===== config.mk =====
export PLATFORM = sky130hd
export DESIGN_NAME = wvm_mix
export DESIGN_NICKNAME = d
export VERILOG_FILES = /design/src/sv/wvm_pkg.sv /design/src/sv/wvm_mix.sv
export SDC_FILE = /design/constraint.sdc
export NUM_CORES = 1
export LEC_CHECK = 0
export BUFFER_PORTS_ARGS = -buffer_cell sky130_fd_sc_hd__buf_2
export CORE_MARGIN = 2
export CORE_UTILIZATION = 57
export DETAILED_ROUTE_END_ITERATION = 12
export HOLD_SLACK_MARGIN = 0.02
export MAX_ROUTING_LAYER = met4
export PLACE_DENSITY_LB_ADDON = 0.3
export SYNTH_ARGS = -nofsm -noshare
export SYNTH_HDL_FRONTEND = slang
export SYNTH_SLANG_ARGS = --single-unit

===== constraint.sdc =====
create_clock -name clk -period 8.4 [get_ports clk]
set_input_delay 2.52 -clock clk [delete_from_list [all_inputs] [get_ports clk]]
set_output_delay 2.52 -clock clk [all_outputs]
set_load 0.005 [all_outputs]

===== src/sv/wvm_pkg.sv =====
`timescale 1ns / 1ps

package wvm_pkg;

	localparam int DAC_W     = 12;
	localparam int DAC_MAX   = 4095;
	localparam int DAC_MID   = 2048;
	localparam int FRAC_BITS = 16;
	localparam int MIX_SHIFT = 10;
	localparam int VOL_SHIFT = 4;
	localparam int STEP_W    = 24;
	localparam int WORD_W    = 16;
	localparam int VOL_W     = 8;

	localparam logic [1:0] OP_TICK  = 2'd0;
	localparam logic [1:0] OP_VOICE = 2'd1;
	localparam logic [1:0] OP_TABLE = 2'd2;

	typedef struct packed {
		logic shift;
		logic load;
	} wvm_cell_ctrl_t;

	typedef struct packed {
		logic clr;
		logic vld;
		logic act;
		logic last;
	} wvm_mix_ctrl_t;

endpackage


===== src/sv/wvm_mix.sv =====
`timescale 1ns / 1ps

module wvm_mix #(
	parameter int NUM_VOICES = 16
) (
	input  logic                               clk,
	input  logic                               arst_n,
	input  wvm_pkg::wvm_mix_ctrl_t             ctrl,
	input  logic signed [wvm_pkg::WORD_W-1:0]  word,
	input  logic [wvm_pkg::VOL_W-1:0]          vol,
	output logic                               done,
	output logic [wvm_pkg::DAC_W-1:0]          level
);

	localparam int PROD_W = wvm_pkg::WORD_W + wvm_pkg::VOL_W + 1;
	localparam int TERM_W = PROD_W - wvm_pkg::VOL_SHIFT;
	localparam int ACC_W  = TERM_W + $clog2(NUM_VOICES) + 1;
	localparam int SH_W   = ACC_W - wvm_pkg::MIX_SHIFT;
	localparam int LV_W   = SH_W + 1;

	logic signed [PROD_W-1:0] prod;
	logic signed [TERM_W-1:0] term_s2;
	logic                     vld_s2;
	logic                     last_s2;
	logic signed [ACC_W-1:0]  acc_q;
	logic                     done_q;
	logic signed [SH_W-1:0]   sh;
	logic signed [LV_W-1:0]   lv;

	assign prod = word * $signed({1'b0, vol});

	always_ff @(posedge clk) begin
		term_s2 <= ctrl.act ? prod[PROD_W-1:wvm_pkg::VOL_SHIFT] : '0;
	end

	always_ff @(posedge clk or negedge arst_n) begin
		if (!arst_n) begin
			vld_s2  <= 1'b0;
			last_s2 <= 1'b0;
			done_q  <= 1'b0;
			acc_q   <= '0;
		end else begin
			vld_s2  <= ctrl.vld;
			last_s2 <= ctrl.vld && ctrl.last;
			done_q  <= vld_s2 && last_s2;
			if (ctrl.clr) begin
				acc_q <= '0;
			end else if (vld_s2) begin
				acc_q <= acc_q + ACC_W'(term_s2);
			end
		end
	end

	// floor shift of the sum, then offset and clamp
	assign sh = acc_q[ACC_W-1:wvm_pkg::MIX_SHIFT];
	assign lv = LV_W'(sh) + LV_W'(wvm_pkg::DAC_MID);

	always_comb begin
		if (lv < 0) begin
			level = '0;
		end else if (lv > LV_W'(wvm_pkg::DAC_MAX)) begin
			level = wvm_pkg::DAC_W'(wvm_pkg::DAC_MAX);
		end else begin
			level = lv[wvm_pkg::DAC_W-1:0];
		end
	end

	assign done = done_q;

endmodule


* After elaboration in Yosys (flattened, before gate mapping)
Cells that the tools add are included.
** Storage, ports and cells
- Bits in latches :: 0
- Register bits :: 50
- Memory bits (read-only) :: 0
- Memories :: 0
- Bits of input ports :: 30
- Memory bits (writable) :: 0
- Output and inout port bits :: 13
- Logic and storage cells :: 17
** Operators by class
- Eq/ne operators :: 0
- Bitwise operators :: 0
- Muxes and demuxes :: 4
- Add/sub/neg operators :: 2
- Magnitude comparators :: 2
- Div/mod/pow operators :: 0
- Shift-type cells :: 0
- Multiply operators :: 1
- Reductions and logical operators :: 3
** Operator list (number)
- $mux 26 :: 2
- $add 26x21->26 :: 1
- $mul 16x9->25 :: 1
- $mux 12 :: 2
- $add 16x13->17 const B :: 1
- $gt 17x13->1 const B :: 1
- $lt 17x1->1 const B :: 1
- $logic_and 1x1->1 :: 2
- $reduce_bool 2->1 :: 1

* Logic depth before layout (Yosys ltp)
Gate-level depths: netlist (run 1).
- Depth after elaboration :: 4
- Gate-level depth with buffers :: 18
- Gate-level depth less buffers :: 18

* Worst setup path after synthesis (run 1)
No wires, ideal clock.
- Kind :: input port to flip-flop
- From :: input port vol[2] in the netlist's numbering
- To :: register term_s2[12]
- Buffers on the path :: 1
- Arrival time :: 6.690 ns
- Data required time :: 8.328 ns
- Slack :: 1.638 ns
- Stages on the path :: 16
- Library setup time :: 0.072 ns
- Cells stage by stage :: clkbuf_1 -> nand2_1 -> fa_1 -> inv_1 -> fa_1 -> fa_1 -> inv_1 -> fa_1 -> inv_1 -> ha_1 -> or4_1 -> o21ai_0 -> a21oi_1 -> a211o_1 -> a21oi_1 -> mux2i_1
** On the way
- Cells in the longest elaborated chain, start to end :: 1
** Ends and longest elaborated chain
- start, declared :: RTL line wvm_mix.sv:10 : input logic [wvm_pkg::VOL_W-1:0] vol,
- $mul 16x9->25 :: RTL line wvm_mix.sv:30 : assign prod = word * $signed({1'b0, vol});
- end signal, assigned :: RTL line wvm_mix.sv:33 : term_s2 <= ctrl.act ? prod[PROD_W-1:wvm_pkg::VOL_SHIFT] : '0;
- end, declared :: RTL line wvm_mix.sv:22 : logic signed [TERM_W-1:0] term_s2;
No other way between the ends.
A chain may end at the register's enable or synchronous reset.

* Worst setup path in the final report (run 1)
- From :: input port vol[1] in the netlist's numbering
- To :: register term_s2[20]
Same word-level chain as after synthesis.

==> flow_metrics.tcl, run 1 <==
set metrics [dict create \
    status "finished, final reports clean" \
    cts_setup_buffers 0 \
    r2r-end "acc_q[25]$_DFFE_PN0P_" \
    worstPathArrival_ps 6990 \
    synthFlopType "dfrtp_1" \
    regToRegSetupSlack_ps 5450 \
    hold_viol_final 0 \
    drt_iter0_drc 215 \
    drcViolationCount 0 \
    antenna_found_initial 0 \
    grt_use_met2_pct 36.8 \
    ys_seq_area_share_pct 14.6 \
    hold_path_class "flop to flop" \
    met1_usage_pct 33.4 \
    coreArea_um2 13300 \
    ir_drop_mv 0.110 \
    async_reset_ff_share_pct 58.0 \
    ys_seq_elements 50 \
    cts_tree "done" \
    drive_above_1_share_pct 6.40 \
    min_from "last_s2$_DFF_PN0_" \
    cts_max_path_buffers 2 \
    critPathLaunchType "primary input" \
    rows 42 \
    worstMarginPinSlew_ps 721 \
    cts-hold-fix-buffers 0 \
    synth_nets 1117 \
    grt_pass1_wl_mm 27.6 \
    grt_pass1_vias 5925 \
    clk_pin_slew_ps 70 \
    post-route-min-period_ps 6810 \
    setup_violations 0 \
    viasPerCell 5.42 \
    die_area_um2 14700 \
    crit_path_max_fanout 15 \
    fmax_mhz 147 \
    grt_max_degree 39 \
    fp.dieH_um 121 \
    finalClockSkew_ps 5.47 \
    synth_edf_count 0 \
    slew_headroom_pct 51.5 \
    rsz0062_at_grt "false" \
    critPathRequiredTime_ps 8580 \
    post_cts_resized 0 \
    start_util_pct 58.7 \
    syn_area_um2 7840 \
    clock_latency_ps 300 \
    avgSynthCellArea_um2 8.62 \
    cts_root_buf "clkbuf_16" \
    post_drt_wl_per_cell_um 13.8 \
    path_class "primary input to flop" \
    finalMaxSlewViolations 0 \
    p_leak_uw 0.00433 \
    area_growth_pct 6.21 \
    numCtsBuffers 5 \
    p_per_area_nw_per_um2 296 \
    holdPathEnd "done$_DFF_PN0_" \
    postRouteAntennaNets 0 \
    whs_path_depth 1 \
    gr-usage-met3_pct 1.69 \
    first_pass_iters 5 \
    hpwlAfterDp_mm 12.8 \
    layout_common_cells "inv_1 (161), fa_1 (103), nand2_1 (84)" \
    drv_cap 0 \
    gp_congestion 0.901 \
    finalWirelength_mm 15.4 \
    crit_start "vol[1]" \
    clock-sinks 50 \
    port_buffers 42 \
    grt.busiest_layer "met2" \
    die-width_um 121 \
    period_share_pct 81.1 \
    final_core_util_pct 62.4 \
    ys_warn_count 0 \
    antenna_cells 0 \
    grt_use_total_pct 23.4 \
    pin_count 43 \
    rr_worst_depth 8 \
    via_count 6033 \
    cp-end-kind "flop" \
    r2r_start "acc_q[14]$_DFFE_PN0P_" \
    n_fill_cell 1211 \
    tns_ps 0 \
    gr-total-overflow 0 \
    num-nets-final 1143 \
    htree_num_levels 2 \
    final_common_cell "inv_1" \
    postSynthCellCount 910 \
    synthDistinctLibCells 60 \
]
cell families (layout without fill, tap and decap cells):
kind of cell               Yosys count  count (layout)  synth area share [%]
muxes                               19              19                  2.46
xor gates and xnor gates            32              32                  3.57
buffers and inverters              186             213                  9.11
and+or+nand+nor                    293             293                  19.0
adders and majority gates          177             177                  38.1
DFF                                 50              50                  14.6
AOI/OAI and AO/OA                  153             153                  13.1
cells in the mapped netlist, drive strengths merged, types with 3 or more instances:
| cell | n | area, um^2 |
|---|---|---|
| a31oi | 7 | 43.8 |
| a21o | 20 | 150 |
| nand3 | 12 | 60.1 |
| o21a | 16 | 120 |
| fa | 103 | 2060 |
| nand4 | 7 | 43.8 |
| nor4 | 8 | 50.1 |
| o21bai | 6 | 45.0 |
| o21ai | 28 | 140 |
| xnor2 | 16 | 140 |
| nor2b | 6 | 37.5 |
| a211oi | 13 | 97.6 |
| ha | 74 | 926 |
| nand3b | 3 | 22.5 |
| nand2 | 84 | 315 |
| xor2 | 16 | 140 |
| mux2i | 17 | 170 |
| dfxtp | 21 | 420 |
| and3 | 11 | 70.1 |
| or4 | 3 | 22.5 |
| dfrtp | 29 | 726 |
| buf | 4 | 31.3 |
| o22ai | 3 | 18.8 |
| nor3 | 14 | 70.1 |
| inv | 161 | 604 |
| nand2b | 8 | 50.1 |
| a21oi | 35 | 179 |
| clkbuf | 20 | 75.1 |
| o211ai | 5 | 37.5 |
| nor2 | 51 | 191 |
| and2 | 75 | 469 |
critical path, stage by stage:
cell and delay, ps:
buf_2 190, and2_1 240, fa_1 630, inv_1 150, fa_1 560, inv_1 50
fa_1 470, inv_1 50, fa_1 520, inv_1 40, ha_1 280, and3_1 160
nand2_1 90, nor3_1 180, o21ai_0 240, a211oi_1 340, o21ai_0 130, nor3b_1 150
metrics by stage:
stage	total power, uW	hold WS, ps	instances	instance area (um^2)	worst slack (ps)
6_report	2470	465	1113	8330	1590
5_1_grt	2780	482	1113	8330	1280
4_1_cts	2470	470	1113	8330	1600
3_5_place_dp	2250	449	1105	8170	1290
3_3_place_gp	2220	431	1105	8170	1430
2_1_floorplan	1870	428	910	7840	1640
where the power goes:
group	internal, uW	total (uW)	leakage (uW)	switching (uW)
combinational	816	1870	0.00370	1050
clock	120	211	0.0000735	91.8
sequential	326	391	0.000562	64.8
total	1260	2470	0.00433	1210
metal layers:
layer | share of wire [%] | wire length, um
met1 | 50 | 7640
met4 | 1.6 | 252
met2 | 46 | 7030
met3 | 2.9 | 449
met5 | 0 | 0
how the worst max path moves through the flow:
stage                        endpoint  slack [ps]  depth (start not counted)
6_report       term_s2[20]$_SDFF_PN0_        1590                         18
5_1_grt        term_s2[20]$_SDFF_PN0_        1280                         19
4_1_cts        term_s2[20]$_SDFF_PN0_        1600                         18
3_5_place_dp   term_s2[20]$_SDFF_PN0_        1290                         18
3_3_place_gp   term_s2[20]$_SDFF_PN0_        1430                         18
2_1_floorplan  term_s2[12]$_SDFF_PN0_        1640                         16
sequential cells by signal (all words and copies together), names as in the netlist:
signal   flops
term_s2     21
done         1
last_s2      1
acc_q       26
vld_s2       1
area by class of cell:
| type | count | area, um^2 | area share (%) |
|---|---|---|---|
| clock inverter | 2 | 16.3 | 0.195 |
| sequential | 50 | 1150 | 13.8 |
| multi-input combinational | 674 | 5980 | 71.8 |
| timing repair buffer | 43 | 218 | 2.61 |
| tap | 176 | 220 | 2.64 |
| clock buffer | 6 | 139 | 1.67 |
| inverter | 162 | 608 | 7.30 |
(Power assumes the default switching activity.)
==> run 2: changes to the inputs <==
Clock period 8.4 ns to 6.08 ns, I/O delays scaled along.
==> run 2 against run 1 <==
Sequential power up 39%. Wire length is 2.1% higher. Power up 50%. Die area unchanged. Largest power group unchanged. Count of clock-buffer cells in the layout rose by 1. Register-to-register slack got worse by 2300 ps. Core utilization up 3.0 points. Combinational power grew 50%. Via count increased by 2.1%. Global-route usage up 0.20 points. Sequential share of layout area down 0.64 points. Worst setup slack got worse by 1400 ps.
==> flow_metrics.tcl, run 2 (synthesis gave the netlist of run 1 again) <==
set metrics [dict create \
    first_pass_iters 4 \
    die-width_um 121 \
    r2r_start "acc_q[14]$_DFFE_PN0P_" \
    fp.dieH_um 121 \
    grt_max_degree 39 \
    fmax_mhz 170 \
    pin_count 43 \
    numCtsBuffers 5 \
    p_switching_uw 1700 \
    grt_pass1_vias 6132 \
    rows 42 \
    grt_pass1_wl_mm 27.7 \
    clock_latency_ps 290 \
    path_class "primary input to flop" \
    setup_violations 0 \
    internal_power_uw 2000 \
    n_fill_cell 1122 \
    cts_tree "done" \
    regToRegSetupSlack_ps 3170 \
    min_from "last_s2$_DFF_PN0_" \
    htree_num_levels 2 \
    num-nets-final 1189 \
    clk_pin_slew_ps 60 \
    drt_iter0_drc 262 \
    layout_common_cells "inv_1 (161), fa_1 (103), nand2_1 (84)" \
    hold_viol_final 0 \
    critPathLaunchType "primary input" \
    regMostFlops "acc_q" \
    drv_cap 0 \
    coreArea_um2 13300 \
    p_leak_uw 0.00458 \
    dp_cells 1151 \
    cts_root_buf "clkbuf_16" \
    port_buffers 42 \
    gp_congestion 0.912 \
    whs_path_depth 1 \
    final_common_cell "inv_1" \
    post_drt_wl_per_cell_um 13.5 \
    holdPathEnd "done$_DFF_PN0_" \
    crit_path_max_fanout 9 \
    seq_power_share_pct 14.6 \
    r2r-end "acc_q[25]$_DFFE_PN0P_" \
    swShare_pct 46.0 \
    hpwlAfterDp_mm 13.2 \
    status "finished, final reports clean" \
    postRouteAntennaNets 0 \
    ir_drop_mv 0.176 \
    grt_use_total_pct 23.6 \
    rr_worst_depth 8 \
    via_count 6157 \
    area_growth_pct 11.4 \
    cts_setup_buffers 0 \
    rsz0062_at_grt "true" \
    cts-hold-fix-buffers 0 \
    post-route-min-period_ps 5890 \
    fin_cells 1159 \
    top_regs "acc_q x26, term_s2 x21" \
    gr-total-overflow 0 \
    antenna_found_initial 0 \
    finalMaxSlewViolations 0 \
    cts_max_path_buffers 2 \
    period_share_pct 96.9 \
    viasPerCell 5.31 \
    holdWs_ps 449 \
    drcViolationCount 0 \
    clock-sinks 50 \
    worstPathArrival_ps 6120 \
    drive_above_1_share_pct 11.0 \
    slew_headroom_pct 55.9 \
    antenna_cells 0 \
    start_util_pct 58.7 \
    largest_reg_flops 26 \
    hold_path_class "flop to flop" \
    combPwrFrac_pct 75.9 \
    cp-end-kind "flop" \
    die_area_um2 14700 \
    p_per_area_nw_per_um2 424 \
    power_uw 3700 \
    worstMarginPinSlew_ps 661 \
    clock_power_share_pct 9.5 \
    finalWirelength_mm 15.7 \
    finalClockSkew_ps 2.56 \
    critPathRequiredTime_ps 6300 \
]
[run 2: cell count changes in the layout (fill, tap and decap cells not counted), sizes merged]
cell	previous run	this run
clkbuf	6	7
buf	43	89
clkinvlp	1	0
inv	162	161
bufinv	0	1
[run 2: area by class of cell]
class / count / area, um^2 / share of cell area, %
Clock buffer: 7 / 164 / 1.88
Clock inverter: 1 / 30.0 / 0.344
Tap cell: 176 / 220 / 2.52
Timing Repair Buffer: 89 / 576 / 6.59
Multi-Input combinational cell: 674 / 5990 / 68.6
Inverter: 162 / 608 / 6.96
Sequential cell: 50 / 1150 / 13.1
[run 2: worst max-delay path by stage]
stage / startpoint / to / slack (ps) / cells past startpoint
floorplan: vol[2] / term_s2[12]$_SDFF_PN0_ / 10 / 16
global placement: vol[5] / term_s2[12]$_SDFF_PN0_ / -50 / 15
detailed placement: vol[5] / term_s2[12]$_SDFF_PN0_ / -120 / 15
CTS: vol[5] / term_s2[12]$_SDFF_PN0_ / 190 / 15
global route: word[8] / term_s2[12]$_SDFF_PN0_ / -10 / 16
finish: vol[5] / term_s2[12]$_SDFF_PN0_ / 190 / 15
[run 2: metrics by stage]
| stage | worst slack [ps] | setup TNS, ps | util (%) | area (um^2) |
|---|---|---|---|---|
| after floorplan | 14.4 | 0 | - | 7840 |
| after global placement | -54.8 | -67.2 | 63.9 | 8530 |
| after detailed placement | -116 | -388 | 63.9 | 8530 |
| after CTS | 189 | 0 | 65.4 | 8720 |
| after global routing | -11.1 | -14.7 | 65.4 | 8730 |
| final | 186 | 0 | 65.4 | 8730 |
[run 2: routing by layer]
layer / up-vias / track usage (%) / wire, um
li1: 3104 / - / -
met1: 2948 / 31.2 / 7440
met2: 92 / 40.2 / 7590
met3: 13 / 1.60 / 470
met4: 0 / 5.17 / 197
met5: - / - / 0
[run 2: timing repair]
action / in CTS / in global routing
endpoints found under the setup margin: 0 / 3
gates resized for setup: 0 / 2
endpoints found under the hold margin: 0 / 0
[run 2: power groups by stage]
stage	Combinational [uW]	Sequential, uW	Clock [uW]
global placement	2730	544	0
global route	3210	556	368
floorplan	2070	513	0
CTS	2820	541	354
detailed placement	2800	545	0
finish	2810	542	351
[run 2: critical path, cell delays in order]
cell and delay (ps):
buf_2 150, and2_1 170, fa_1 560, fa_1 440
fa_1 540, inv_1 50, fa_1 520, inv_1 40
ha_1 300, or4_1 510, o21ai_0 160, a21oi_1 140
a211o_1 330, a21oi_1 180, mux2i_1 190
