$ cat config.mk
export PLATFORM = sky130hd
export DESIGN_NAME = wvm_cell
export DESIGN_NICKNAME = d
export VERILOG_FILES = /design/src/sv/wvm_pkg.sv /design/src/sv/wvm_cell.sv
export SDC_FILE = /design/constraint.sdc
export NUM_CORES = 1
export LEC_CHECK = 0
export BUFFER_PORTS_ARGS = -buffer_cell sky130_fd_sc_hd__buf_2
export CAP_MARGIN = 20
export CORE_ASPECT_RATIO = 2
export CORE_UTILIZATION = 43
export CTS_CLUSTER_SIZE = 30
export DETAILED_ROUTE_END_ITERATION = 8
export PLACE_DENSITY_LB_ADDON = 0.08
export SLEW_MARGIN = 20
export SYNTH_ARGS = -nofsm -noshare
export SYNTH_HDL_FRONTEND = slang
export SYNTH_SLANG_ARGS = --single-unit
$ cat constraint.sdc
create_clock -name clk -period 0.8 [get_ports clk]
set_input_delay 0.16 -clock clk [delete_from_list [all_inputs] [get_ports clk]]
set_output_delay 0.16 -clock clk [all_outputs]
set_load 0.005 [all_outputs]
$ cat src/sv/wvm_pkg.sv
`timescale 1ns / 1ps

package wvm_pkg;

	localparam int DAC_W     = 12;
	localparam int DAC_MAX   = 4095;
	localparam int DAC_MID   = 2048;
	localparam int FRAC_BITS = 16;
	localparam int MIX_SHIFT = 10;
	localparam int VOL_SHIFT = 4;
	localparam int STEP_W    = 24;
	localparam int WORD_W    = 16;
	localparam int VOL_W     = 8;

	localparam logic [1:0] OP_TICK  = 2'd0;
	localparam logic [1:0] OP_VOICE = 2'd1;
	localparam logic [1:0] OP_TABLE = 2'd2;

	typedef struct packed {
		logic shift;
		logic load;
	} wvm_cell_ctrl_t;

	typedef struct packed {
		logic clr;
		logic vld;
		logic act;
		logic last;
	} wvm_mix_ctrl_t;

endpackage

$ cat src/sv/wvm_cell.sv
`timescale 1ns / 1ps

module wvm_cell #(
	parameter int PH_W = 24
) (
	input  logic                       clk,
	input  logic                       arst_n,
	input  wvm_pkg::wvm_cell_ctrl_t    ctrl,
	input  logic                       ld_act,
	input  logic [PH_W-1:0]            ld_step,
	input  logic [wvm_pkg::VOL_W-1:0]  ld_vol,
	input  logic [PH_W-1:0]            nb_phase,
	input  logic [PH_W-1:0]            nb_step,
	input  logic [wvm_pkg::VOL_W-1:0]  nb_vol,
	input  logic                       nb_act,
	output logic [PH_W-1:0]            phase,
	output logic [PH_W-1:0]            step,
	output logic [wvm_pkg::VOL_W-1:0]  vol,
	output logic                       act
);

	logic [PH_W-1:0]           phase_q;
	logic [PH_W-1:0]           step_q;
	logic [wvm_pkg::VOL_W-1:0] vol_q;
	logic                      act_q;

	always_ff @(posedge clk or negedge arst_n) begin
		if (!arst_n) begin
			phase_q <= '0;
			step_q  <= '0;
			vol_q   <= '0;
			act_q   <= 1'b0;
		end else if (ctrl.shift) begin
			phase_q <= nb_phase;
			step_q  <= nb_step;
			vol_q   <= nb_vol;
			act_q   <= nb_act;
		end else if (ctrl.load) begin
			step_q  <= ld_step;
			vol_q   <= ld_vol;
			act_q   <= ld_act;
		end
	end

	assign phase = phase_q;
	assign step  = step_q;
	assign vol   = vol_q;
	assign act   = act_q;

endmodule

* Word level (Yosys, flattened, before mapping)
Index checks and enable logic that the tools add are counted.
** Word-level totals
- Register bits :: 57
- Bits in latches :: 0
- Memory bits (writable) :: 0
- Memory bits (read-only) :: 0
- Bits of input ports :: 94
- Output and inout port bits :: 57
- Word-level logic and storage cells :: 11
- Memories :: 0
** Operators by class
- $add $sub $neg :: 0
- Multipliers :: 0
- Divide/modulo/power cells :: 0
- Magnitude comparators :: 0
- Equality and inequality tests :: 0
- Shift-type cells :: 0
- Muxes and demuxes :: 6
- Bitwise gates (word level) :: 0
- Reductions and logical operators :: 1
** Operator list (number)
- $mux 24 :: 2
- $mux 8 :: 2
- $mux 1 :: 2
- $reduce_bool 2->1 :: 1

* Depth between registers and ports, before layout
Gate-level depths: netlist of the first run.
- Depth after elaboration :: 2
- Depth in mapped cells :: 4
- Depth with buffers taken out :: 2

* Worst setup path after synthesis of the first run
No wires, ideal clock.
- Path type :: input to register
- Start :: in ctrl[1] (netlist name)
- End :: reg phase_q[0], in the netlist phase[0]
- Setup time :: 125 ps
- Data arrival time :: 718 ps
- Data required time :: 675 ps
- Path slack :: -43 ps
- Stages :: 3
- Path buffers :: 2
- Path through :: buf_6 buf_6 mux2_4
** RTL lines
- start, declared :: RTL line wvm_cell.sv:8 : input wvm_pkg::wvm_cell_ctrl_t ctrl,
- end signal, assigned :: RTL line wvm_cell.sv:34 : phase_q <= nb_phase;
- end, declared :: RTL line wvm_cell.sv:22 : logic [PH_W-1:0] phase_q;
No word-level cell between the ends.

* Worst setup path in the final report of the first run
- Start :: reg phase_q[15], in the netlist phase[15]
- End :: out phase[15]
** RTL lines
- end, declared :: RTL line wvm_cell.sv:16 : output logic [PH_W-1:0] phase,
No word-level cell between the ends.

==> results of run 1 <==
[final cells by class]
cell class	count	area [um^2]
Multi-Input combinational cell	123	979.7
Timing Repair Buffer	196	1215
Clock buffer	13	260.3
Sequential cell	57	1426
Fill cell	450	1737
Tap cell	61	76.32
Clock inverter	3	15.01
[kinds of logic (layout without fill, tap and decap cells)]
kind of cell | Yosys count | after routing | synth area share
and+or+nand+nor | 33 | 33 | 0.04858
muxes | 57 | 57 | 0.2709
AOI/OAI and AO/OA | 33 | 33 | 0.06477
DFF | 57 | 57 | 0.5594
buffers and inverters | 14 | 212 | 0.05643
[state kept, by name (all words and copies together), names as in the netlist]
name,flops
phase,24
step,24
vol,8
act,1
[layer usage]
| metal | share of wire | vias up | GRT usage |
|---|---|---|---|
| met5 | 0 | - | 0 |
| met4 | 0.012 | 0 | 0.08293 |
| met3 | 0.064 | 6 | 0.05368 |
| met2 | 0.54 | 91 | 0.3459 |
| met1 | 0.38 | 963 | 0.2411 |
| li1 | - | 1061 | - |
[power by group through the flow]
| stage | Clock, mW | Combinational [mW] | Sequential, mW |
|---|---|---|---|
| floorplan | 0 | 0.590 | 3.38 |
| global placement | 0 | 1.28 | 3.36 |
| detailed placement | 0 | 1.30 | 3.35 |
| CTS | 3.56 | 1.43 | 3.31 |
| global route | 3.70 | 1.66 | 3.34 |
| finish | 3.46 | 1.51 | 3.32 |
[cells in the mapped netlist]
cell	n	area, um^2
o21ai_1	33	165.2
mux2i_1	33	330.3
dfrtp_1	57	1426
buf_12	3	60.06
buf_2	4	20.02
mux2_4	24	360.4
clkbuf_1	2	7.510
buf_6	5	56.30
nand2_1	33	123.9
[repair_timing]
item / 4_1_cts / 5_1_grt
hold endpoints to repair: 57 / 0
buffers inserted: 17 / 15
cloned: 0 / 0
setup endpoints to repair: 57 / 74
resized for setup: 0 / 7
hold buffers: 1 / 0
pin swaps: 0 / 3
[metrics by stage]
step           worst slack [ns]  utilization  power (mW)  area, um^2  TNS, ns
2_1_floorplan          -0.02446            -       3.966        2561  -0.5416
3_3_place_gp            -0.1126       0.6018       4.634        3436   -5.058
3_5_place_dp            -0.1447       0.6018       4.653        3436   -5.843
4_1_cts                 -0.2135       0.6741       8.297        3849   -11.44
5_1_grt                 -0.2265       0.6958       8.703        3973   -13.87
6_report                -0.1968       0.6958       8.290        3973   -11.03
[worst paths after layout]
kind / start / endpoint / slack (ns) / cells past startpoint
setup reg to reg: phase[7] / phase[7] / -0.08 / 2
setup / recovery: phase[15] / phase[15] / -0.20 / 1
max in group asynchronous: arst_n / step[11] / 0.15 / 3
hold / removal: nb_vol[2] / vol[2] / 0.05 / 3
hold reg to reg: phase[9] / phase[9] / 0.51 / 1
min in group asynchronous: arst_n / step[20] / 0.18 / 2
==> flow_summary.html, run 1 <==
<table>
<tr><th>Metric</th><th>Value</th></tr>
<tr><th colspan="2">Synthesis</th></tr>
<tr><td>Yosys cell types</td><td>9</td></tr>
<tr><td>Avg Synthesized Cell Area</td><td>13.14 um^2</td></tr>
<tr><td>Post-synthesis cell count</td><td>194</td></tr>
<tr><td>Post-Synthesis Net Count</td><td>288</td></tr>
<tr><td>Syn. warnings</td><td>0</td></tr>
<tr><td>Post-synthesis register bit count</td><td>57</td></tr>
<tr><td>Share of the yosys chip area belonging to registers</td><td>0.5594</td></tr>
<tr><td>Netlist area before placement</td><td>2550 um^2</td></tr>
<tr><th colspan="2">Floorplan</th></tr>
<tr><td>Die height</td><td>110.9 um</td></tr>
<tr><td>Die ar.</td><td>6261 um^2</td></tr>
<tr><td>Initial Utilization</td><td>0.4466</td></tr>
<tr><td>Std cell rows</td><td>39</td></tr>
<tr><td>Horiz. Die Dim</td><td>56.45 um</td></tr>
<tr><td>Total core area</td><td>5709 um^2</td></tr>
<tr><td>I/O pin count</td><td>151</td></tr>
<tr><th colspan="2">Timing</th></tr>
<tr><td>Final setup violation count</td><td>78</td></tr>
<tr><td>Post-Route Hold Slack</td><td>0.05407 ns</td></tr>
<tr><td>Final slew viol count</td><td>0</td></tr>
<tr><td>Timing-limited maximum frequency</td><td>1003 MHz</td></tr>
<tr><td>Final setup slack of the worst path</td><td>-0.1968 ns</td></tr>
<tr><td>Final Hold Vio Count</td><td>0</td></tr>
<tr><td>Worst-margin pin slew</td><td>0.2839 ns</td></tr>
<tr><td>Max transition margin</td><td>0.8108</td></tr>
<tr><td>Min Clock Period, post-route</td><td>0.9968 ns</td></tr>
<tr><td>Layout Skew</td><td>0 ns</td></tr>
<tr><td>Post-route fraction of the period consumed by the critical path</td><td>1.246</td></tr>
<tr><td>RSZ-0062 raised after global routing</td><td>true</td></tr>
<tr><th colspan="2">Setup path</th></tr>
<tr><td>Largest driver fanout on the critical path</td><td>2</td></tr>
<tr><td>Worst-path cell chain</td><td>buf_2</td></tr>
<tr><td>CP max stage delay</td><td>0.38 ns</td></tr>
<tr><td>Required @ worst endpoint</td><td>0.64 ns</td></tr>
<tr><td>Buffers plus inverters on the worst setup path</td><td>1</td></tr>
<tr><td>Worst Path Arrival</td><td>0.84 ns</td></tr>
<tr><td>Classification of the worst setup path</td><td>flip-flop to output port</td></tr>
<tr><td>Startpoint kind of the worst setup timing path</td><td>flip-flop</td></tr>
<tr><td>Library cell contributing the largest single delay on the critical path</td><td>dfrtp_1</td></tr>
<tr><td>Delay-heaviest family, CP</td><td>flip-flops</td></tr>
<tr><td>Critical path endpoint category</td><td>output port</td></tr>
<tr><th colspan="2">Global routing</th></tr>
<tr><td>Wire length of the first global-routing pass</td><td>9.680 mm</td></tr>
<tr><td>Antenna violations before repair</td><td>0</td></tr>
<tr><td>Largest net degree at the start of global routing</td><td>56</td></tr>
<tr><td>Via count of the first global-routing pass</td><td>2067</td></tr>
<tr><td>Tot GR Track Use</td><td>0.2046</td></tr>
<tr><td>Total congestion overflow after global routing</td><td>0</td></tr>
<tr><th colspan="2">Layout</th></tr>
<tr><td>Net count reported at finish</td><td>481</td></tr>
<tr><td>Most common cell after layout, fill and taps aside</td><td>buf_2</td></tr>
<tr><td>Most used cells in the layout excluding fill and tap cells</td><td>149 x buf_2, 57 x dfrtp_1, 33 x mux2i_1, 33 x nand2_1, 33 x o21ai_1</td></tr>
<tr><td>Post-synthesis to final-layout area growth</td><td>55.79%</td></tr>
<tr><td>Layout cell share with drive strength beyond 1</td><td>0.5944</td></tr>
<tr><td>Number of standard cells in the layout, taps in and fillers out</td><td>453</td></tr>
<tr><td>Inserted Diodes</td><td>0</td></tr>
<tr><th colspan="2">Power and ir drop</th></tr>
<tr><td>Share of power burned in registers</td><td>0.400</td></tr>
<tr><td>Clock power share</td><td>0.417</td></tr>
<tr><td>Sw power</td><td>1.932 mW</td></tr>
<tr><td>Pwr Density</td><td>2087 nW/um^2</td></tr>
<tr><td>Max IR drop VDD</td><td>1.805 mV</td></tr>
<tr><td>Switching part of the total</td><td>0.2331</td></tr>
<tr><td>Part of the power in combinational logic</td><td>0.182</td></tr>
<tr><td>Internal power of the cells</td><td>6.358 mW</td></tr>
<tr><td>Standby leakage power</td><td>2.189 nW</td></tr>
<tr><th colspan="2">Placement</th></tr>
<tr><td>Placed insts</td><td>406</td></tr>
<tr><td>Total of buffers placed on input and output ports</td><td>150</td></tr>
<tr><td>Final weighted congestion in routability-driven placement</td><td>0.7715</td></tr>
<tr><td>Post-DP HPWL</td><td>4.396 mm</td></tr>
<tr><th colspan="2">CTS</th></tr>
<tr><td>Clock tree root buffer cell</td><td>clkbuf_16</td></tr>
<tr><td>Clock sinks</td><td>57</td></tr>
<tr><td>Number of CTS-inserted buffers</td><td>9</td></tr>
<tr><td>Number of H-tree levels</td><td>3</td></tr>
<tr><td>Clock edge transition at the registers on the reported setup and hold paths</td><td>0.05 ns</td></tr>
<tr><td>CTS tree</td><td>yes</td></tr>
<tr><td>Clock buffer depth</td><td>2</td></tr>
<tr><td>Later-pin clock latency in the skew report</td><td>0.31 ns</td></tr>
<tr><th colspan="2">Drt</th></tr>
<tr><td>DRC violation count after routing</td><td>0</td></tr>
<tr><td>Antenna viol nets, final</td><td>0</td></tr>
<tr><td>Detailed router's first-iteration violation count</td><td>87</td></tr>
<tr><td>Via count</td><td>2121</td></tr>
<tr><td>Post-detailed-routing wire length</td><td>6.114 mm</td></tr>
<tr><td>Detailed-route vias per instance</td><td>4.682</td></tr>
<tr><td>Number of iterations in the first detailed-routing pass</td><td>4</td></tr>
<tr><td>WL per Instance</td><td>13.50 um</td></tr>
<tr><th colspan="2">Run</th></tr>
<tr><td>Number of max-capacitance violations reported</td><td>0</td></tr>
<tr><th colspan="2">Outcome</th></tr>
<tr><td>Run status</td><td>finished with violations</td></tr>
<tr><td>Violations in the final reports</td><td>setup timing</td></tr>
<tr><th colspan="2">Min path</th></tr>
<tr><td>Worst Hold Class</td><td>input port to flip-flop</td></tr>
</table>
Power figures use the tool's default switching activity.
==> run 2: changes to the inputs <==
- REMOVE_ABC_BUFFERS: unset -> 1
==> run 2 against run 1 <==
Compared with the run above:
- the run still ends with setup timing left
- sequential share of layout area grew 1.1 points
- register-to-register slack lost 0.02 ns
- sequential power is essentially flat
- routed wire length grew 0.74%
- critical path depth is the same
==> flow_summary.html, run 2 (synthesis gave the netlist of run 1 again) <==
<table>
<tr><th>Metric</th><th>Value</th></tr>
<tr><th colspan="2">Outcome</th></tr>
<tr><td>Run status</td><td>finished with violations</td></tr>
<tr><td>Violations in the final reports</td><td>setup timing</td></tr>
<tr><th colspan="2">Placement</th></tr>
<tr><td>Placement-stage cell area</td><td>3391 um^2</td></tr>
<tr><td>Total of buffers placed on input and output ports</td><td>150</td></tr>
<tr><td>Placed insts</td><td>405</td></tr>
<tr><td>Final weighted congestion in routability-driven placement</td><td>0.7495</td></tr>
<tr><td>Post-DP HPWL</td><td>4.560 mm</td></tr>
<tr><td>Post-placement setup slack</td><td>-0.1495 ns</td></tr>
<tr><th colspan="2">Drt</th></tr>
<tr><td>Detailed router's first-iteration violation count</td><td>45</td></tr>
<tr><td>Via count</td><td>2120</td></tr>
<tr><td>Detailed-route vias per instance</td><td>4.775</td></tr>
<tr><td>DRC violation count after routing</td><td>0</td></tr>
<tr><td>Post-detailed-routing wire length</td><td>6.159 mm</td></tr>
<tr><td>WL per Instance</td><td>13.87 um</td></tr>
<tr><td>Antenna viol nets, final</td><td>0</td></tr>
<tr><td>Number of iterations in the first detailed-routing pass</td><td>4</td></tr>
<tr><th colspan="2">Power and ir drop</th></tr>
<tr><td>Power after layout</td><td>8.151 mW</td></tr>
<tr><td>Standby leakage power</td><td>2.128 nW</td></tr>
<tr><td>Max IR drop VDD</td><td>1.883 mV</td></tr>
<tr><td>Pwr Density</td><td>2114 nW/um^2</td></tr>
<tr><th colspan="2">Global routing</th></tr>
<tr><td>Via count of the first global-routing pass</td><td>2113</td></tr>
<tr><td>Antenna violations before repair</td><td>0</td></tr>
<tr><td>GR met3 Demand/Resource</td><td>0.05251</td></tr>
<tr><td>Tot GR Track Use</td><td>0.2054</td></tr>
<tr><td>Layer with the highest usage after global routing</td><td>met2</td></tr>
<tr><td>Total congestion overflow after global routing</td><td>0</td></tr>
<tr><td>Largest net degree at the start of global routing</td><td>34</td></tr>
<tr><td>Met2 Usage GRT</td><td>0.3490</td></tr>
<tr><td>Wire length of the first global-routing pass</td><td>9.804 mm</td></tr>
<tr><td>Global routing usage on met1</td><td>0.2391</td></tr>
<tr><th colspan="2">Min path</th></tr>
<tr><td>Cell depth of the worst hold path</td><td>3</td></tr>
<tr><td>Worst Hold Class</td><td>input port to flip-flop</td></tr>
<tr><th colspan="2">Floorplan</th></tr>
<tr><td>Std cell rows</td><td>39</td></tr>
<tr><td>Total core area</td><td>5709 um^2</td></tr>
<tr><td>Die ar.</td><td>6261 um^2</td></tr>
<tr><td>Horiz. Die Dim</td><td>56.45 um</td></tr>
<tr><td>Initial Utilization</td><td>0.4466</td></tr>
<tr><td>Die height</td><td>110.9 um</td></tr>
<tr><td>I/O pin count</td><td>151</td></tr>
<tr><th colspan="2">CTS</th></tr>
<tr><td>Number of CTS-inserted buffers</td><td>9</td></tr>
<tr><td>Clock tree root buffer cell</td><td>clkbuf_16</td></tr>
<tr><td>Clock edge transition at the registers on the reported setup and hold paths</td><td>0.05 ns</td></tr>
<tr><td>Clock sinks</td><td>57</td></tr>
<tr><td>CTS tree</td><td>yes</td></tr>
<tr><td>Later-pin clock latency in the skew report</td><td>0.32 ns</td></tr>
<tr><td>Clock buffer depth</td><td>2</td></tr>
<tr><td>Number of H-tree levels</td><td>3</td></tr>
<tr><th colspan="2">Setup path</th></tr>
<tr><td>CP max stage delay</td><td>0.39 ns</td></tr>
<tr><td>Worst Path Arrival</td><td>0.84 ns</td></tr>
<tr><td>Largest driver fanout on the critical path</td><td>2</td></tr>
<tr><td>Number of logic stages on the critical path including buffering</td><td>1</td></tr>
<tr><td>Delay-heaviest family, CP</td><td>flip-flops</td></tr>
<tr><td>Worst R2R Path Depth</td><td>2</td></tr>
<tr><td>Library cell contributing the largest single delay on the critical path</td><td>dfrtp_1</td></tr>
<tr><td>Required @ worst endpoint</td><td>0.64 ns</td></tr>
<tr><td>Startpoint kind of the worst setup timing path</td><td>flip-flop</td></tr>
<tr><td>Critical path endpoint category</td><td>output port</td></tr>
<tr><td>Buffers plus inverters on the worst setup path</td><td>1</td></tr>
<tr><td>Classification of the worst setup path</td><td>flip-flop to output port</td></tr>
<tr><td>Worst-path cell chain</td><td>buf_2</td></tr>
<tr><th colspan="2">Layout</th></tr>
<tr><td># fillers</td><td>487</td></tr>
<tr><td>Most used cells in the layout excluding fill and tap cells</td><td>149 x buf_2, 57 x dfrtp_1, 33 x mux2i_1, 33 x nand2_1, 33 x o21ai_1</td></tr>
<tr><td>Most common cell after layout, fill and taps aside</td><td>buf_2</td></tr>
<tr><td>Post-synthesis to final-layout area growth</td><td>51.23%</td></tr>
<tr><td>Layout cell share with drive strength beyond 1</td><td>0.5849</td></tr>
<tr><td>Inserted Diodes</td><td>0</td></tr>
<tr><td>Net count reported at finish</td><td>472</td></tr>
<tr><td>Post-route cell area</td><td>3856 um^2</td></tr>
<tr><td>Layout Utilization</td><td>0.6754</td></tr>
<tr><td>Number of standard cells in the layout, taps in and fillers out</td><td>444</td></tr>
<tr><th colspan="2">Timing</th></tr>
<tr><td>Final TNS setup</td><td>-10.94 ns</td></tr>
<tr><td>Final setup slack of the worst path</td><td>-0.2045 ns</td></tr>
<tr><td>Max transition margin</td><td>0.7801</td></tr>
<tr><td>Final setup violation count</td><td>78</td></tr>
<tr><td>Worst-margin pin slew</td><td>0.3299 ns</td></tr>
<tr><td>RSZ-0062 raised after global routing</td><td>true</td></tr>
<tr><td>Post-route fraction of the period consumed by the critical path</td><td>1.256</td></tr>
<tr><td>Final slew viol count</td><td>0</td></tr>
<tr><td>Timing-limited maximum frequency</td><td>995.6 MHz</td></tr>
<tr><td>Layout Skew</td><td>0 ns</td></tr>
<tr><td>Final Hold Vio Count</td><td>0</td></tr>
<tr><td>Post-Route Hold Slack</td><td>0.05225 ns</td></tr>
<tr><td>Min Clock Period, post-route</td><td>1.004 ns</td></tr>
<tr><th colspan="2">Run</th></tr>
<tr><td>Number of max-capacitance violations reported</td><td>0</td></tr>
</table>
## run 2: report_power, final
group          switching [mW]  total (mW)  internal (mW)
Combinational           0.552        1.42          0.871
Sequential              0.150        3.32           3.17
Clock                    1.17        3.41           2.24
## run 2: worst paths after layout
path | from | slack, ns | endpoint
min in group asynchronous | arst_n | 0.38 | step[7]
setup reg to reg | phase[2] | -0.10 | phase[2]
hold reg to reg | phase[6] | 0.51 | phase[6]
hold / removal | nb_step[20] | 0.05 | step[20]
max in group asynchronous | arst_n | 0.10 | step[10]
setup / recovery | phase[2] | -0.20 | phase[2]
## run 2: routing by layer
| metal | vias to the layer above | part of all wire |
|---|---|---|
| met4 | 0 | 0.014 |
| met1 | 987 | 0.38 |
| met2 | 91 | 0.55 |
| li1 | 1036 | - |
| met5 | - | 0 |
| met3 | 6 | 0.055 |
## run 2: area by class of cell
class / instances / area (um^2) / share of cell area
sequential: 57 / 1426 / 0.3699
timing repair buffer: 187 / 1099 / 0.2849
multi-input combinational: 123 / 979.7 / 0.2541
clock buffer: 13 / 260.3 / 0.06749
tap: 61 / 76.32 / 0.01979
clock inverter: 3 / 15.01 / 0.003894
## run 2: repair_timing
item                       CTS  global route
hold endpoints to repair    57             0
buffers inserted            13            11
cloned                       0             0
hold buffers                 1             0
resized for setup            0             4
pin swaps                    0             2
setup endpoints to repair   57            70
## run 2: worst register-to-register path: stages, from the launching register on
cell	delay, ns
dfrtp_1	0.39
buf_4	0.14
mux2_4	0.25
==> run 3: changes to the inputs <==
- CORE_UTILIZATION: 43 -> 30
==> run 3 against run 2 <==
Compared with the run above:
- the run still ends with setup timing left
- final cell count up 7.2%
- setup slack about the same
- routed wire length up 6.5%
- largest cell class unchanged
==> flow_summary.html, run 3 (synthesis gave the netlist of run 1 again) <==
<table>
<tr><th>Metric</th><th>Value</th></tr>
<tr><th colspan="2">Layout</th></tr>
<tr><td>Register area</td><td>1426 um^2</td></tr>
<tr><td>Inserted Diodes</td><td>0</td></tr>
<tr><td>Net count reported at finish</td><td>467</td></tr>
<tr><td>Most used cells in the layout excluding fill and tap cells</td><td>149 x buf_2, 57 x dfrtp_1, 33 x mux2i_1, 33 x nand2_1, 33 x o21ai_1</td></tr>
<tr><td>Most common cell after layout, fill and taps aside</td><td>buf_2</td></tr>
<tr><td>Post-synthesis to final-layout area growth</td><td>56.33%</td></tr>
<tr><td>Layout Utilization</td><td>0.4842</td></tr>
<tr><td>Layout cell share with drive strength beyond 1</td><td>0.5820</td></tr>
<tr><td># fillers</td><td>792</td></tr>
<tr><td>Multi-input logic area</td><td>979.7 um^2</td></tr>
<tr><th colspan="2">Setup path</th></tr>
<tr><td>Buffers plus inverters on the worst setup path</td><td>1</td></tr>
<tr><td>Worst Path Arrival</td><td>0.84 ns</td></tr>
<tr><td>Worst R2R Path Depth</td><td>2</td></tr>
<tr><td>Delay-heaviest family, CP</td><td>flip-flops</td></tr>
<tr><td>Critical path endpoint category</td><td>output port</td></tr>
<tr><td>R2R Path End</td><td>phase[4]</td></tr>
<tr><td>Required @ worst endpoint</td><td>0.64 ns</td></tr>
<tr><td>Largest driver fanout on the critical path</td><td>2</td></tr>
<tr><td>Startpoint of the worst register-to-register path</td><td>phase[4]</td></tr>
<tr><td>Flop2flop setup slack</td><td>-0.08 ns</td></tr>
<tr><td>CP max stage delay</td><td>0.38 ns</td></tr>
<tr><td>Startpoint kind of the worst setup timing path</td><td>flip-flop</td></tr>
<tr><td>Worst-path cell chain</td><td>buf_2</td></tr>
<tr><td>Library cell contributing the largest single delay on the critical path</td><td>dfrtp_1</td></tr>
<tr><td>Classification of the worst setup path</td><td>flip-flop to output port</td></tr>
<tr><th colspan="2">Placement</th></tr>
<tr><td>Final weighted congestion in routability-driven placement</td><td>0.6843</td></tr>
<tr><td>Total of buffers placed on input and output ports</td><td>150</td></tr>
<tr><td>Post-placement setup slack</td><td>-0.1529 ns</td></tr>
<tr><td>Post-DP HPWL</td><td>4.781 mm</td></tr>
<tr><th colspan="2">Global routing</th></tr>
<tr><td>Total congestion overflow after global routing</td><td>0</td></tr>
<tr><td>Tot GR Track Use</td><td>0.1589</td></tr>
<tr><td>Largest net degree at the start of global routing</td><td>35</td></tr>
<tr><td>Wire length of the first global-routing pass</td><td>10.22 mm</td></tr>
<tr><td>Antenna violations before repair</td><td>0</td></tr>
<tr><td>Via count of the first global-routing pass</td><td>2164</td></tr>
<tr><th colspan="2">Floorplan</th></tr>
<tr><td>Horiz. Die Dim</td><td>67.19 um</td></tr>
<tr><td>Die height</td><td>132.4 um</td></tr>
<tr><td>Initial Utilization</td><td>0.3097</td></tr>
<tr><td>Die ar.</td><td>8895 um^2</td></tr>
<tr><td>Total core area</td><td>8233 um^2</td></tr>
<tr><td>Std cell rows</td><td>47</td></tr>
<tr><td>I/O pin count</td><td>151</td></tr>
<tr><th colspan="2">Timing</th></tr>
<tr><td>Final setup violation count</td><td>75</td></tr>
<tr><td>Final slew viol count</td><td>0</td></tr>
<tr><td>Worst-margin pin slew</td><td>0.3294 ns</td></tr>
<tr><td>Final setup slack of the worst path</td><td>-0.2046 ns</td></tr>
<tr><td>Final Hold Vio Count</td><td>0</td></tr>
<tr><td>Layout Skew</td><td>0 ns</td></tr>
<tr><td>Post-route fraction of the period consumed by the critical path</td><td>1.256</td></tr>
<tr><td>Min Clock Period, post-route</td><td>1.005 ns</td></tr>
<tr><td>Max transition margin</td><td>0.7804</td></tr>
<tr><td>Timing-limited maximum frequency</td><td>995.4 MHz</td></tr>
<tr><td>RSZ-0062 raised after global routing</td><td>true</td></tr>
<tr><th colspan="2">Run</th></tr>
<tr><td>Number of max-capacitance violations reported</td><td>0</td></tr>
<tr><th colspan="2">CTS</th></tr>
<tr><td>Clock edge transition at the registers on the reported setup and hold paths</td><td>0.05 ns</td></tr>
<tr><td>Number of H-tree levels</td><td>3</td></tr>
<tr><td>Clock tree root buffer cell</td><td>clkbuf_16</td></tr>
<tr><td>CTS tree</td><td>yes</td></tr>
<tr><td>Clock sinks</td><td>57</td></tr>
<tr><td>Later-pin clock latency in the skew report</td><td>0.32 ns</td></tr>
<tr><td>Number of CTS-inserted buffers</td><td>9</td></tr>
<tr><td>Clock buffer depth</td><td>2</td></tr>
<tr><th colspan="2">Drt</th></tr>
<tr><td>WL per Instance</td><td>13.78 um</td></tr>
<tr><td>DRC violation count after routing</td><td>0</td></tr>
<tr><td>Post-detailed-routing wire length</td><td>6.559 mm</td></tr>
<tr><td>Antenna viol nets, final</td><td>0</td></tr>
<tr><td>Detailed router's first-iteration violation count</td><td>48</td></tr>
<tr><td>Via count</td><td>2107</td></tr>
<tr><td>Number of iterations in the first detailed-routing pass</td><td>4</td></tr>
<tr><td>Detailed-route vias per instance</td><td>4.426</td></tr>
<tr><th colspan="2">Power and ir drop</th></tr>
<tr><td>Standby leakage power</td><td>2.154 nW</td></tr>
<tr><td>Max IR drop VDD</td><td>1.574 mV</td></tr>
<tr><td>Pwr Density</td><td>2342 nW/um^2</td></tr>
<tr><th colspan="2">Outcome</th></tr>
<tr><td>Run status</td><td>finished with violations</td></tr>
<tr><td>Violations in the final reports</td><td>setup timing</td></tr>
<tr><th colspan="2">Min path</th></tr>
<tr><td>Worst Hold Class</td><td>input port to flip-flop</td></tr>
<tr><td>Hold-critical path endpoint</td><td>step[13]</td></tr>
<tr><td>Worst hold path startpoint</td><td>nb_step[13]</td></tr>
<tr><td>Cell depth of the worst hold path</td><td>3</td></tr>
</table>
-- run 3: changes by cell type in the layout (fill, tap and decap cells not counted), sizes merged --
cell / change
bufinv: +4
buf: -5
clkbuf: -3
clkinv: -1
-- run 3: where the power goes --
group,total [mW],switching (mW),internal [mW]
clock,4.61,1.26,3.34
combinational,1.43,0.557,0.869
sequential,3.30,0.138,3.17
total,9.34,1.96,7.38
-- run 3: final cells by class --
| type | instances | area share |
|---|---|---|
| Clock buffer | 10 | 0.05744 |
| Clock inverter | 6 | 0.03264 |
| Multi-Input combinational cell | 123 | 0.2458 |
| Sequential cell | 57 | 0.3578 |
| Tap cell | 98 | 0.03076 |
| Timing Repair Buffer | 182 | 0.2756 |
-- run 3: worst max-delay path by stage --
stage               cells after the start         to      from  slack [ns]
floorplan                               1   phase[0]  phase[0]        0.05
global placement                        3  phase[13]   ctrl[1]       -0.12
detailed placement                      4   step[19]   ctrl[0]       -0.15
CTS                                     1   step[10]  step[10]       -0.21
global route                            1   step[17]  step[17]       -0.24
finish                                  1   phase[9]  phase[9]       -0.20
-- run 3: per-layer routing --
| layer | up-vias | GRT usage | share of wire |
|---|---|---|---|
| met1 | 989 | 0.1526 | 0.36 |
| met3 | 8 | 0.06488 | 0.079 |
| li1 | 1025 | - | - |
| met2 | 85 | 0.2778 | 0.54 |
| met5 | - | 0 | 0 |
| met4 | 0 | 0.07801 | 0.019 |
-- run 3: per-stage QoR --
stage                     total power [mW]  cells  hold WS (ns)  cell area, um^2  TNS (ns)
after global routing                 9.768    476       0.04255             3986    -13.81
after floorplan                      3.802    180       -0.1356             2406         0
final                                9.335    476       0.04477             3986    -11.23
after CTS                            9.413    466       0.03102             3896    -11.89
after global placement               4.637    440        0.1651             3460    -5.794
after detailed placement             4.651    440        0.1831             3460    -6.214
-- run 3: repair_timing --
action | 4_1_cts | 5_1_grt
resized for setup | 0 | 4
buffers inserted | 9 | 12
endpoints found under the hold margin | 57 | 0
hold buffers | 1 | 0
pin swaps | 0 | 2
setup endpoints to repair | 57 | 66
gates cloned | 0 | 0
